### config.mk
export PLATFORM = sky130hd
export DESIGN_NAME = sprite_pixel_fetch_address
export DESIGN_NICKNAME = d
export VERILOG_FILES = /design/src/hdl/spfa_pkg.sv /design/src/hdl/spfa_fifo.sv /design/src/hdl/spfa_front.sv /design/src/hdl/spfa_back.sv /design/src/hdl/sprite_pixel_fetch_address.sv
export SDC_FILE = /design/constraint.sdc
export NUM_CORES = 1
export LEC_CHECK = 0
export ABC_AREA = 0
export BUFFER_PORTS_ARGS = -buffer_cell sky130_fd_sc_hd__buf_4
export CAP_MARGIN = 25
export CORE_MARGIN = 2
export CORE_UTILIZATION = 45
export DETAILED_ROUTE_END_ITERATION = 10
export PLACE_DENSITY = 0.6
export SYNTH_ARGS = -nofsm -noshare
export SYNTH_HDL_FRONTEND = slang
export SYNTH_SLANG_ARGS = --single-unit
### constraint.sdc
create_clock -name clk -period 6.55 [get_ports clk]
set_input_delay 1.31 -clock clk [delete_from_list [all_inputs] [get_ports clk]]
set_output_delay 1.31 -clock clk [all_outputs]
set_load 0.02 [all_outputs]
### src/hdl/spfa_pkg.sv
// Package for the sprite pixel fetch address block.
// Holds the payload structs, shape codes, size tables and default parameters.
// No dependencies.
package spfa_pkg;

  localparam int DEF_SCREEN_WIDTH  = 240;
  localparam int DEF_SCREEN_HEIGHT = 160;
  localparam int DEF_QUEUE_DEPTH   = 2;

  localparam logic [1:0] SHAPE_WIDE = 2'd1;
  localparam logic [1:0] SHAPE_TALL = 2'd2;

  localparam logic [3:0] LONG_SIDE  [4] = '{4'd2, 4'd4, 4'd4, 4'd8};
  localparam logic [3:0] SHORT_SIDE [4] = '{4'd1, 4'd1, 4'd2, 4'd4};

  typedef struct packed {
    logic [15:0] attr_word0;
    logic [15:0] attr_word1;
    logic [15:0] attr_word2;
    logic [5:0]  pixel_col;
    logic [5:0]  pixel_row;
  } spfa_in_t;

  typedef struct packed {
    logic        visible;
    logic        on_screen;
    logic [9:0]  screen_x;
    logic [8:0]  screen_y;
    logic [15:0] tile_byte_offset;
    logic        high_nibble;
    logic        eight_bit_depth;
    logic [7:0]  palette_base;
    logic [3:0]  width_tiles;
    logic [3:0]  height_tiles;
  } spfa_out_t;

  // Decoded item passed from the front part to the back part.
  typedef struct packed {
    logic        visible;
    logic        on_screen;
    logic [9:0]  screen_x;
    logic [8:0]  screen_y;
    logic        in_sprite;
    logic        deep;
    logic [7:0]  palette_base;
    logic [3:0]  width_tiles;
    logic [3:0]  height_tiles;
    logic [9:0]  base_tile;
    logic [2:0]  tile_x;
    logic [2:0]  tile_y;
    logic [2:0]  pix_x;
    logic [2:0]  pix_y;
  } spfa_work_t;

endpackage

### src/hdl/spfa_fifo.sv
// Small register-based queue with show-ahead head.
// Generic width and depth; no package dependencies.
module spfa_fifo #(
  parameter int WIDTH = 8,
  parameter int DEPTH = 2
) (
  input  logic             clk,
  input  logic             rst,
  input  logic             push,
  input  logic [WIDTH-1:0] wdata,
  output logic             full,
  input  logic             pop,
  output logic [WIDTH-1:0] rdata,
  output logic             empty
);

  localparam int PTR_W = (DEPTH > 1) ? $clog2(DEPTH) : 1;
  localparam int CNT_W = $clog2(DEPTH + 1);

  logic [WIDTH-1:0] mem [DEPTH];
  logic [PTR_W-1:0] wr_ptr;
  logic [PTR_W-1:0] rd_ptr;
  logic [CNT_W-1:0] count;
  logic             do_push;
  logic             do_pop;

  assign full    = (count == CNT_W'(DEPTH));
  assign empty   = (count == '0);
  assign do_push = push && !full;
  assign do_pop  = pop && !empty;
  assign rdata   = mem[rd_ptr];

  always_ff @(posedge clk) begin
    if (rst) begin
      wr_ptr <= '0;
      rd_ptr <= '0;
      count  <= '0;
    end else begin
      if (do_push) begin
        wr_ptr <= (wr_ptr == PTR_W'(DEPTH - 1)) ? '0 : wr_ptr + PTR_W'(1);
      end
      if (do_pop) begin
        rd_ptr <= (rd_ptr == PTR_W'(DEPTH - 1)) ? '0 : rd_ptr + PTR_W'(1);
      end
      if (do_push && !do_pop) begin
        count <= count + CNT_W'(1);
      end else if (do_pop && !do_push) begin
        count <= count - CNT_W'(1);
      end
    end
  end

  always_ff @(posedge clk) begin
    if (do_push) begin
      mem[wr_ptr] <= wdata;
    end
  end

endmodule

### src/hdl/spfa_front.sv
// Front part: classifies one sprite pixel request into a decoded work item.
// Depends on spfa_pkg.
module spfa_front #(
  parameter int SCREEN_WIDTH  = spfa_pkg::DEF_SCREEN_WIDTH,
  parameter int SCREEN_HEIGHT = spfa_pkg::DEF_SCREEN_HEIGHT
) (
  input  spfa_pkg::spfa_in_t   req,
  output spfa_pkg::spfa_work_t work
);
  import spfa_pkg::*;

  logic [1:0] shape;
  logic [1:0] size;
  logic [3:0] w;
  logic [3:0] h;
  logic [6:0] w_pix;
  logic [6:0] h_pix;
  logic       in_sprite;
  logic       enabled;
  logic [9:0] sx;
  logic [8:0] sy;
  logic       on_scr;
  logic [6:0] col_flip;
  logic [6:0] row_flip;
  logic [5:0] c;
  logic [5:0] r;
  logic       deep;

  assign shape = req.attr_word0[15:14];
  assign size  = req.attr_word1[15:14];
  assign deep  = req.attr_word0[13];

  always_comb begin
    unique case (shape)
      SHAPE_WIDE: begin
        w = LONG_SIDE[size];
        h = SHORT_SIDE[size];
      end
      SHAPE_TALL: begin
        w = SHORT_SIDE[size];
        h = LONG_SIDE[size];
      end
      default: begin
        // square, and the prohibited shape treated as square
        w = 4'(4'd1 << size);
        h = 4'(4'd1 << size);
      end
    endcase
  end

  assign w_pix     = {w, 3'b000};
  assign h_pix     = {h, 3'b000};
  assign in_sprite = ({1'b0, req.pixel_col} < w_pix) && ({1'b0, req.pixel_row} < h_pix);
  assign enabled   = req.attr_word0[8] || !req.attr_word0[9];

  assign sx     = {1'b0, req.attr_word1[8:0]} + {4'd0, req.pixel_col};
  assign sy     = {1'b0, req.attr_word0[7:0]} + {3'd0, req.pixel_row};
  assign on_scr = ({1'b0, sx} < 11'(SCREEN_WIDTH)) && ({1'b0, sy} < 10'(SCREEN_HEIGHT));

  // Mirror across the whole sprite; only meaningful when inside.
  assign col_flip = w_pix - 7'd1 - {1'b0, req.pixel_col};
  assign row_flip = h_pix - 7'd1 - {1'b0, req.pixel_row};
  assign c = req.attr_word1[12] ? col_flip[5:0] : req.pixel_col;
  assign r = req.attr_word1[13] ? row_flip[5:0] : req.pixel_row;

  always_comb begin
    work.visible      = enabled && in_sprite && on_scr;
    work.on_screen    = on_scr;
    work.screen_x     = sx;
    work.screen_y     = sy;
    work.in_sprite    = in_sprite;
    work.deep         = deep;
    work.palette_base = deep ? 8'd0 : {req.attr_word2[15:12], 4'd0};
    work.width_tiles  = w;
    work.height_tiles = h;
    work.base_tile    = req.attr_word2[9:0];
    work.tile_x       = c[5:3];
    work.tile_y       = r[5:3];
    work.pix_x        = c[2:0];
    work.pix_y        = r[2:0];
  end

endmodule

### src/hdl/spfa_back.sv
// Back part: turns a decoded work item into the tile byte offset and result.
// Depends on spfa_pkg.
module spfa_back (
  input  logic                 one_dim_mapping,
  input  spfa_pkg::spfa_work_t work,
  input  logic                 work_empty,
  output logic                 work_pop,
  input  logic                 res_full,
  output logic                 res_push,
  output spfa_pkg::spfa_out_t  res
);
  import spfa_pkg::*;

  logic [6:0]  lin_tile;
  logic [15:0] tile_off;
  logic [5:0]  pix_off;
  logic [15:0] offset;

  // Advance whenever a work item waits and the result queue has room.
  assign work_pop = !work_empty && !res_full;
  assign res_push = work_pop;

  assign lin_tile = 7'(work.tile_y * work.width_tiles) + {4'd0, work.tile_x};

  always_comb begin
    if (one_dim_mapping) begin
      tile_off = work.deep ? {3'd0, lin_tile, 6'd0} : {4'd0, lin_tile, 5'd0};
    end else begin
      tile_off = {3'd0, work.tile_y, 10'd0}
               + (work.deep ? {7'd0, work.tile_x, 6'd0} : {8'd0, work.tile_x, 5'd0});
    end
    pix_off = work.deep ? {work.pix_y, work.pix_x}
                        : {1'b0, work.pix_y, work.pix_x[2:1]};
    offset  = {1'b0, work.base_tile, 5'd0} + tile_off + {10'd0, pix_off};
  end

  always_comb begin
    res.visible          = work.visible;
    res.on_screen        = work.on_screen;
    res.screen_x         = work.screen_x;
    res.screen_y         = work.screen_y;
    res.tile_byte_offset = work.in_sprite ? offset : 16'd0;
    res.high_nibble      = work.in_sprite && !work.deep && work.pix_x[0];
    res.eight_bit_depth  = work.deep;
    res.palette_base     = work.palette_base;
    res.width_tiles      = work.width_tiles;
    res.height_tiles     = work.height_tiles;
  end

endmodule

### src/hdl/sprite_pixel_fetch_address.sv
// Sprite pixel fetch address: top level.
// Items pass from the input port through the front, the work queue, the back
// stage and the result queue. Throughput: one item per cycle while neither
// QUEUE_DEPTH-entry queue is full; the back stage is combinational.
// Reset (rst, synchronous): empties both queues and clears one_dim_mapping.
module sprite_pixel_fetch_address #(
  parameter int SCREEN_WIDTH  = spfa_pkg::DEF_SCREEN_WIDTH,
  parameter int SCREEN_HEIGHT = spfa_pkg::DEF_SCREEN_HEIGHT,
  parameter int QUEUE_DEPTH   = spfa_pkg::DEF_QUEUE_DEPTH
) (
  input  logic                clk,
  input  logic                rst,
  // input item queue side
  input  logic                push,
  output logic                full,
  input  spfa_pkg::spfa_in_t  req,
  // result queue side
  output logic                empty,
  input  logic                pop,
  output spfa_pkg::spfa_out_t result,
  // configuration
  input  logic                cfg_write,
  input  logic                cfg_data
);
  import spfa_pkg::*;

  localparam int WORK_W = $bits(spfa_work_t);
  localparam int RES_W  = $bits(spfa_out_t);

  logic       one_dim_mapping;
  spfa_work_t front_work;
  spfa_work_t work_head;
  logic       work_empty;
  logic       work_pop;
  logic       res_full;
  logic       res_push;
  spfa_out_t  back_res;

  // Mapping mode register; the user must write it only while the block is idle (not enforced here).
  always_ff @(posedge clk) begin
    if (rst) begin
      one_dim_mapping <= 1'b0;
    end else if (cfg_write) begin
      one_dim_mapping <= cfg_data;
    end
  end

  // Front: decode the attribute words and pixel position.
  spfa_front #(
    .SCREEN_WIDTH  (SCREEN_WIDTH),
    .SCREEN_HEIGHT (SCREEN_HEIGHT)
  ) u_front (
    .req  (req),
    .work (front_work)
  );

  // Queue between front and back; its full flag is the block's full.
  spfa_fifo #(
    .WIDTH (WORK_W),
    .DEPTH (QUEUE_DEPTH)
  ) u_work_q (
    .clk   (clk),
    .rst   (rst),
    .push  (push),
    .wdata (front_work),
    .full  (full),
    .pop   (work_pop),
    .rdata (work_head),
    .empty (work_empty)
  );

  // Back: compute tile byte offset, nibble select and build the result item.
  spfa_back u_back (
    .one_dim_mapping (one_dim_mapping),
    .work            (work_head),
    .work_empty      (work_empty),
    .work_pop        (work_pop),
    .res_full        (res_full),
    .res_push        (res_push),
    .res             (back_res)
  );

  // Result queue: holds finished items until the consumer pops them.
  spfa_fifo #(
    .WIDTH (RES_W),
    .DEPTH (QUEUE_DEPTH)
  ) u_res_q (
    .clk   (clk),
    .rst   (rst),
    .push  (res_push),
    .wdata (back_res),
    .full  (res_full),
    .pop   (pop),
    .rdata (result),
    .empty (empty)
  );

endmodule

**Word level (Yosys, flattened, before mapping)**

Memories as Yosys holds them, arrays and structs flattened. A register that Yosys moved wholly into a read port is not among the register bits.
Index checks and enable logic that the tools add are counted.

- Bits in latches: 0
- Input port bits: 66
- Bits in writable memories: 232
- Flip-flop bits (word level): 9
- Memories kept: 2
- Bits in read-only memories: 0
- Output and inout bits: 57

- Bitwise logic cells: 1
- Multiplexer cells: 32
- Add/sub/neg operators: 18
- Divide/modulo/power cells: 0
- Order comparisons: 5
- Shift operators: 1
- Eq/ne operators: 4
- Reductions and logical operators: 30
- $mul: 1

Memory list:

| memory | words | bits a word | rd ports | clocked after memory_dff | write ports | RTL line | source |
|---|---|---|---|---|---|---|---|
| u_work_q.mem | 2 | 61 | 1 | 1 | 1 | spfa_fifo.sv:20 | `logic [WIDTH-1:0] mem [DEPTH];` |
| u_res_q.mem | 2 | 55 | 1 | 1 | 1 | spfa_fifo.sv:20 |  |

Operator list:

| kind | count |
|---|---|
| two-way mux 16 bit | 2 |
| two-way mux 6 bit | 3 |
| adder 13 x 16 -> 16 bit | 1 |
| adder 15 x 16 -> 16 bit | 1 |
| adder 16 x 6 -> 16 bit | 1 |
| binary-select mux 4 bit (select 2 bit) | 2 |
| two-way mux 4 bit | 4 |
| one-hot mux 4 bit (2 select lines) | 2 |
| logical AND 1 bit | 15 |
| < comparator 6 x 7 -> 1 bit | 2 |
| two-way mux 13 bit | 1 |
| two-way mux 1 bit | 12 |
| subtractor 6 x 1 -> 6 bit, second input constant | 2 |
| subtractor 6 bit | 2 |
| adder 9 x 6 -> 10 bit | 1 |
| logical NOT 1 bit | 10 |
| < comparator 10 x 8 -> 1 bit, second input constant | 1 |
| adder 8 x 6 -> 9 bit | 1 |
| < comparator 9 x 8 -> 1 bit, second input constant | 1 |
| two-way mux 9 bit | 1 |
| two-way mux 2 bit | 4 |
| two-way mux 8 bit | 1 |
| adder 7 x 3 -> 7 bit | 1 |
| multiplier 3 x 4 -> 7 bit | 1 |
| other kinds (11) | 20 |

**Logic depth before layout (Yosys ltp)**

- Depth after elaboration: 9
- Gate-level depth with buffers: 23
- Depth with buffers taken out: 21

**By module**

Synthesis repeated with hierarchy kept, for this count alone.

- Cell total of the unflattened synthesis: 791
- Area, all modules: 11628.7 sq um

Modules (own cells, without submodules):

| module | sequential area each (sq um) | times used | cells each | area an instance (sq um) |
|---|---|---|---|---|
| spfa_fifo at u_work_q | 3763.6 | 1 | 215 | 4603.2 |
| spfa_fifo at u_res_q | 3403.3 | 1 | 196 | 4182.8 |
| spfa_back | 0.0 | 1 | 193 | 1472.7 |
| spfa_front | 0.0 | 1 | 184 | 1336.3 |
| sprite_pixel_fetch_address | 20.0 | 1 | 3 | 33.8 |

**Least setup slack after synthesis**

OpenSTA, ideal clock, no wires.

- Kind: register to register
- Start point: reg (tool-made name)
- End point: mem u_res_q.mem[0][32] (netlist bit), data pin
- Arrival: 5.029 ns
- Data required time: 6.288 ns
- Period minus slack after synthesis: 5.292 ns
- Path slack: 1.258 ns
- Buffers on the path: 2
- Stages on the path, launching flop included: 20
- Path through: dfxtp_1 > buf_2 > buf_2 > mux2i_1 > or2_2 > fa_1 > inv_1 > fa_1 > inv_1 > fa_1 > inv_1 > mux4_2 > ha_1 > ha_1 > nor2b_1 > o21a_1 > nor2_1 > o21ai_0 > o41ai_1 > mux2_2

RTL lines:

| element | RTL line |
|---|---|
| to (decl) | spfa_fifo.sv:20 |

==> flow_summary.ini <==
[place]
dp_cells = 1134
portBuffers = 110
routabilityCongestion = 0.782
dp_hpwl_mm = 13.8

[final_layout]
drive_above_1_share_pct = 30.8
num_antenna_cells = 0
fin_cells = 1178
layout.nets = 968
regArea_sq_mm = 0.00671
syn_to_final_growth_pct = 19.0
multiInputGateArea_sq_mm = 0.00367
nFillCells = 1915

[cts]
cts-htree-levels = 1
numCtsBuffers = 24
clk_latency_ns = 0.51
clockBufferDepth = 3
path_clk_slew_ns = 0.06
cts_root_buf = clkbuf_16
cts_setup_buffers = 0
hold_buffers = 0
clock-sinks = 227
cts_resized = 0
cts_tree = built

[synthesis]
syn_area_sq_mm = 0.0106
async_reset_ff_share_pct = 0
synth_top_area_share_pct = 60.9
yosysTopAreaCell = edfxtp_1
ys_types = 56
synth_edf_count = 216
synth_area_leaders = edfxtp_1 (61%), mux2_2 (9.9%), ha_1 (6.0%)
ys_seq_area_share_pct = 63.0
netlist_instances = 720
synthFlopType = edfxtp_1
ys_ff_latch = 227
syn_area_per_cell_sq_um = 14.8
ys_warn_count = 0

[timing]
tightest_slew_ns = 0.859
fmax_ghz = 0.175
fin_crit_ns = 5.71
max_slew_margin_pct = 42.7
drv_slew = 0
setup_viol = 0
final.period_utilization_pct = 87.1
rsz0062_at_grt = false
fin_tns_setup_ns = 0
clock-skew-final_ns = 0.00934
finalHoldViolations = 0

[worst_setup_path]
worstPathArrival_ns = 5.96
path_cells = buf_4 -> mux2i_1 -> inv_1 -> nand2b_1 -> fa_1 -> inv_1 -> fa_1 -> ha_1 -> a21o_1 -> a21oi_1 -> nor2b_1 -> o41ai_1 -> o21ai_0 -> a31oi_1 -> ha_1 -> ha_1 -> nand2_1 -> o21ai_0 -> o41ai_1 -> mux2_2
crit_slowest_cell = dfxtp_2
reg2reg_depth = 20
endpoint = u_res_q.mem[0][32]
cp-start-kind = register
slowest_delay_ns = 0.45
critPathMaxFanout = 19
critPathRequiredTime_ns = 6.80
crit_type = register to register
crit_top_cell = ha_1
worstReg2RegEnd = u_res_q.mem[0][32]
worst_setup_path_end_kind = register
ff2ff_setup_slack_ns = 0.84

[floorplanning]
coreArea_sq_mm = 0.0233
die_area_sq_mm = 0.0249
fp-row-count = 56
die-width_um = 158
io_pins = 123
initial_core_util_pct = 45.6
die_h_um = 158

[detailed_routing]
routedWlPerCell_um = 17.7
drtAntennaViolNets = 0
vias = 5991
drt_first_iter_violations = 315
viasPerCell = 5.09
wl_mm = 20.8
drc = 0
dr.pass1.iters = 4

[grt]
first_global_vias = 6088
grt_pass1_wl_mm = 31.9
grt_max_degree = 58
grt.overflow.total = 0
antenna_found_initial = 0
grt.total_usage_pct = 16.7

[power]
power_density_mw_per_mm2 = 470
ir_drop_v = 0.000231
p_leak_nw = 4.82
power_mw = 5.95

[flow_run]
max_cap_viol_count = 0

[run_status]
outcome = finished, final reports clean

[min_path]
hp-class = register to register
==> synth_stat cells (all sizes together), types with 10 or more instances <==
cell    count
edfxtp    216
mux2       94
ha         51
inv        48
nor2       46
nand2      23
mux2i      21
xor2       21
a21oi      19
nor2b      19
o21ai      19
buf        15
xnor2      12
a211oi     11
clkbuf     11
dfxtp      11
fa         10
==> cell usage in the layout (no fill, tap or decap), types with 9 or more instances in the layout <==
cell / instances
edfxtp_1: 216
buf_4: 118
mux2_2: 94
ha_1: 51
inv_1: 48
nor2_1: 43
clkbuf_16: 25
nand2_1: 23
xor2_1: 21
mux2i_1: 21
nor2b_1: 19
o21ai_0: 18
a21oi_1: 18
xnor2_1: 12
a211oi_1: 11
fa_1: 10
dfxtp_1: 9
==> worst max-delay path, delay by kind of cell, from the launching register on <==
| kind | cells | cell delay, ns |
|---|---|---|
| compound gates | 7 | 1.61 |
| fa+ha+maj | 5 | 1.75 |
| buf+inv | 3 | 0.57 |
| flops | 1 | 0.45 |
| mux | 2 | 0.74 |
| simple gates | 3 | 0.31 |
==> power breakdown <==
group | switching, mW | internal (mW)
sequential | 0.129 | 2.14
combinational | 1.29 | 0.995
clock | 0.545 | 0.852
total | 1.96 | 3.99
==> per-stage QoR <==
step,util (%),hold slack [ns],setup slack [ns],instance area [sq um]
after global routing,54.3,0.535,0.502,12700
final,54.3,0.515,0.843,12700
after global placement,50.8,0.485,1.07,11800
after detailed placement,50.8,0.506,0.863,11800
after floorplan,-,0.466,1.26,10700
after CTS,54.3,0.516,0.828,12700
==> flip-flops by register name, indices dropped and copies added, names as in the netlist, named ones only <==
| register | flops |
|---|---|
| u_res_q.rd_ptr | 1 |
| one_dim_mapping | 1 |
| u_work_q.wr_ptr | 1 |
| u_res_q.wr_ptr | 1 |
| u_work_q.rd_ptr | 1 |
| u_res_q.count | 2 |
| u_work_q.mem | 114 |
| u_res_q.mem | 102 |
| u_work_q.count | 2 |
==> how the worst min path moves through the flow <==
stage | startpoint | end | slack [ns] | depth (start not counted)
final | u_work_q.count[1] | u_work_q.count[1] | 0.51 | 2
after global routing | u_work_q.count[1] | u_work_q.count[1] | 0.54 | 2
after CTS | u_work_q.count[1] | u_work_q.count[1] | 0.52 | 2
after detailed placement | u_res_q.rd_ptr | register | 0.51 | 2
after global placement | u_work_q.count[1] | u_work_q.count[1] | 0.48 | 2
after floorplan | u_work_q.count[1] | u_work_q.count[1] | 0.47 | 2
==> routing by layer <==
layer	part of all wire [%]	wire length (um)	global-route usage, %
met5	0	0	0
met4	2.5	520	5.02
met3	4.6	953	2.74
met2	50	10300	29.0
met1	43	9020	21.4
==> area by class of cell <==
| class | count | area share [%] |
|---|---|---|
| clock buffer | 28 | 5.03 |
| clock inverter | 16 | 1.43 |
| inverter | 48 | 1.42 |
| multi-input combinational | 422 | 29.0 |
| sequential | 227 | 53.0 |
| tap | 319 | 3.15 |
| timing repair buffer | 118 | 7.00 |
==> cell families (layout without fill, tap and decap cells) <==
logic type / after synthesis / in the layout / synth area share, %
other cells: 1 / 4 / 0.0352
mux: 117 / 117 / 12.3
simple gates: 116 / 116 / 5.21
compound gates: 91 / 91 / 5.96
flops: 227 / 227 / 63.0
xor+xnor: 33 / 33 / 2.72
buf+inv: 74 / 210 / 2.85
fa+ha+maj: 61 / 61 / 7.88
Note: power is estimated with default switching activity, not from simulation.
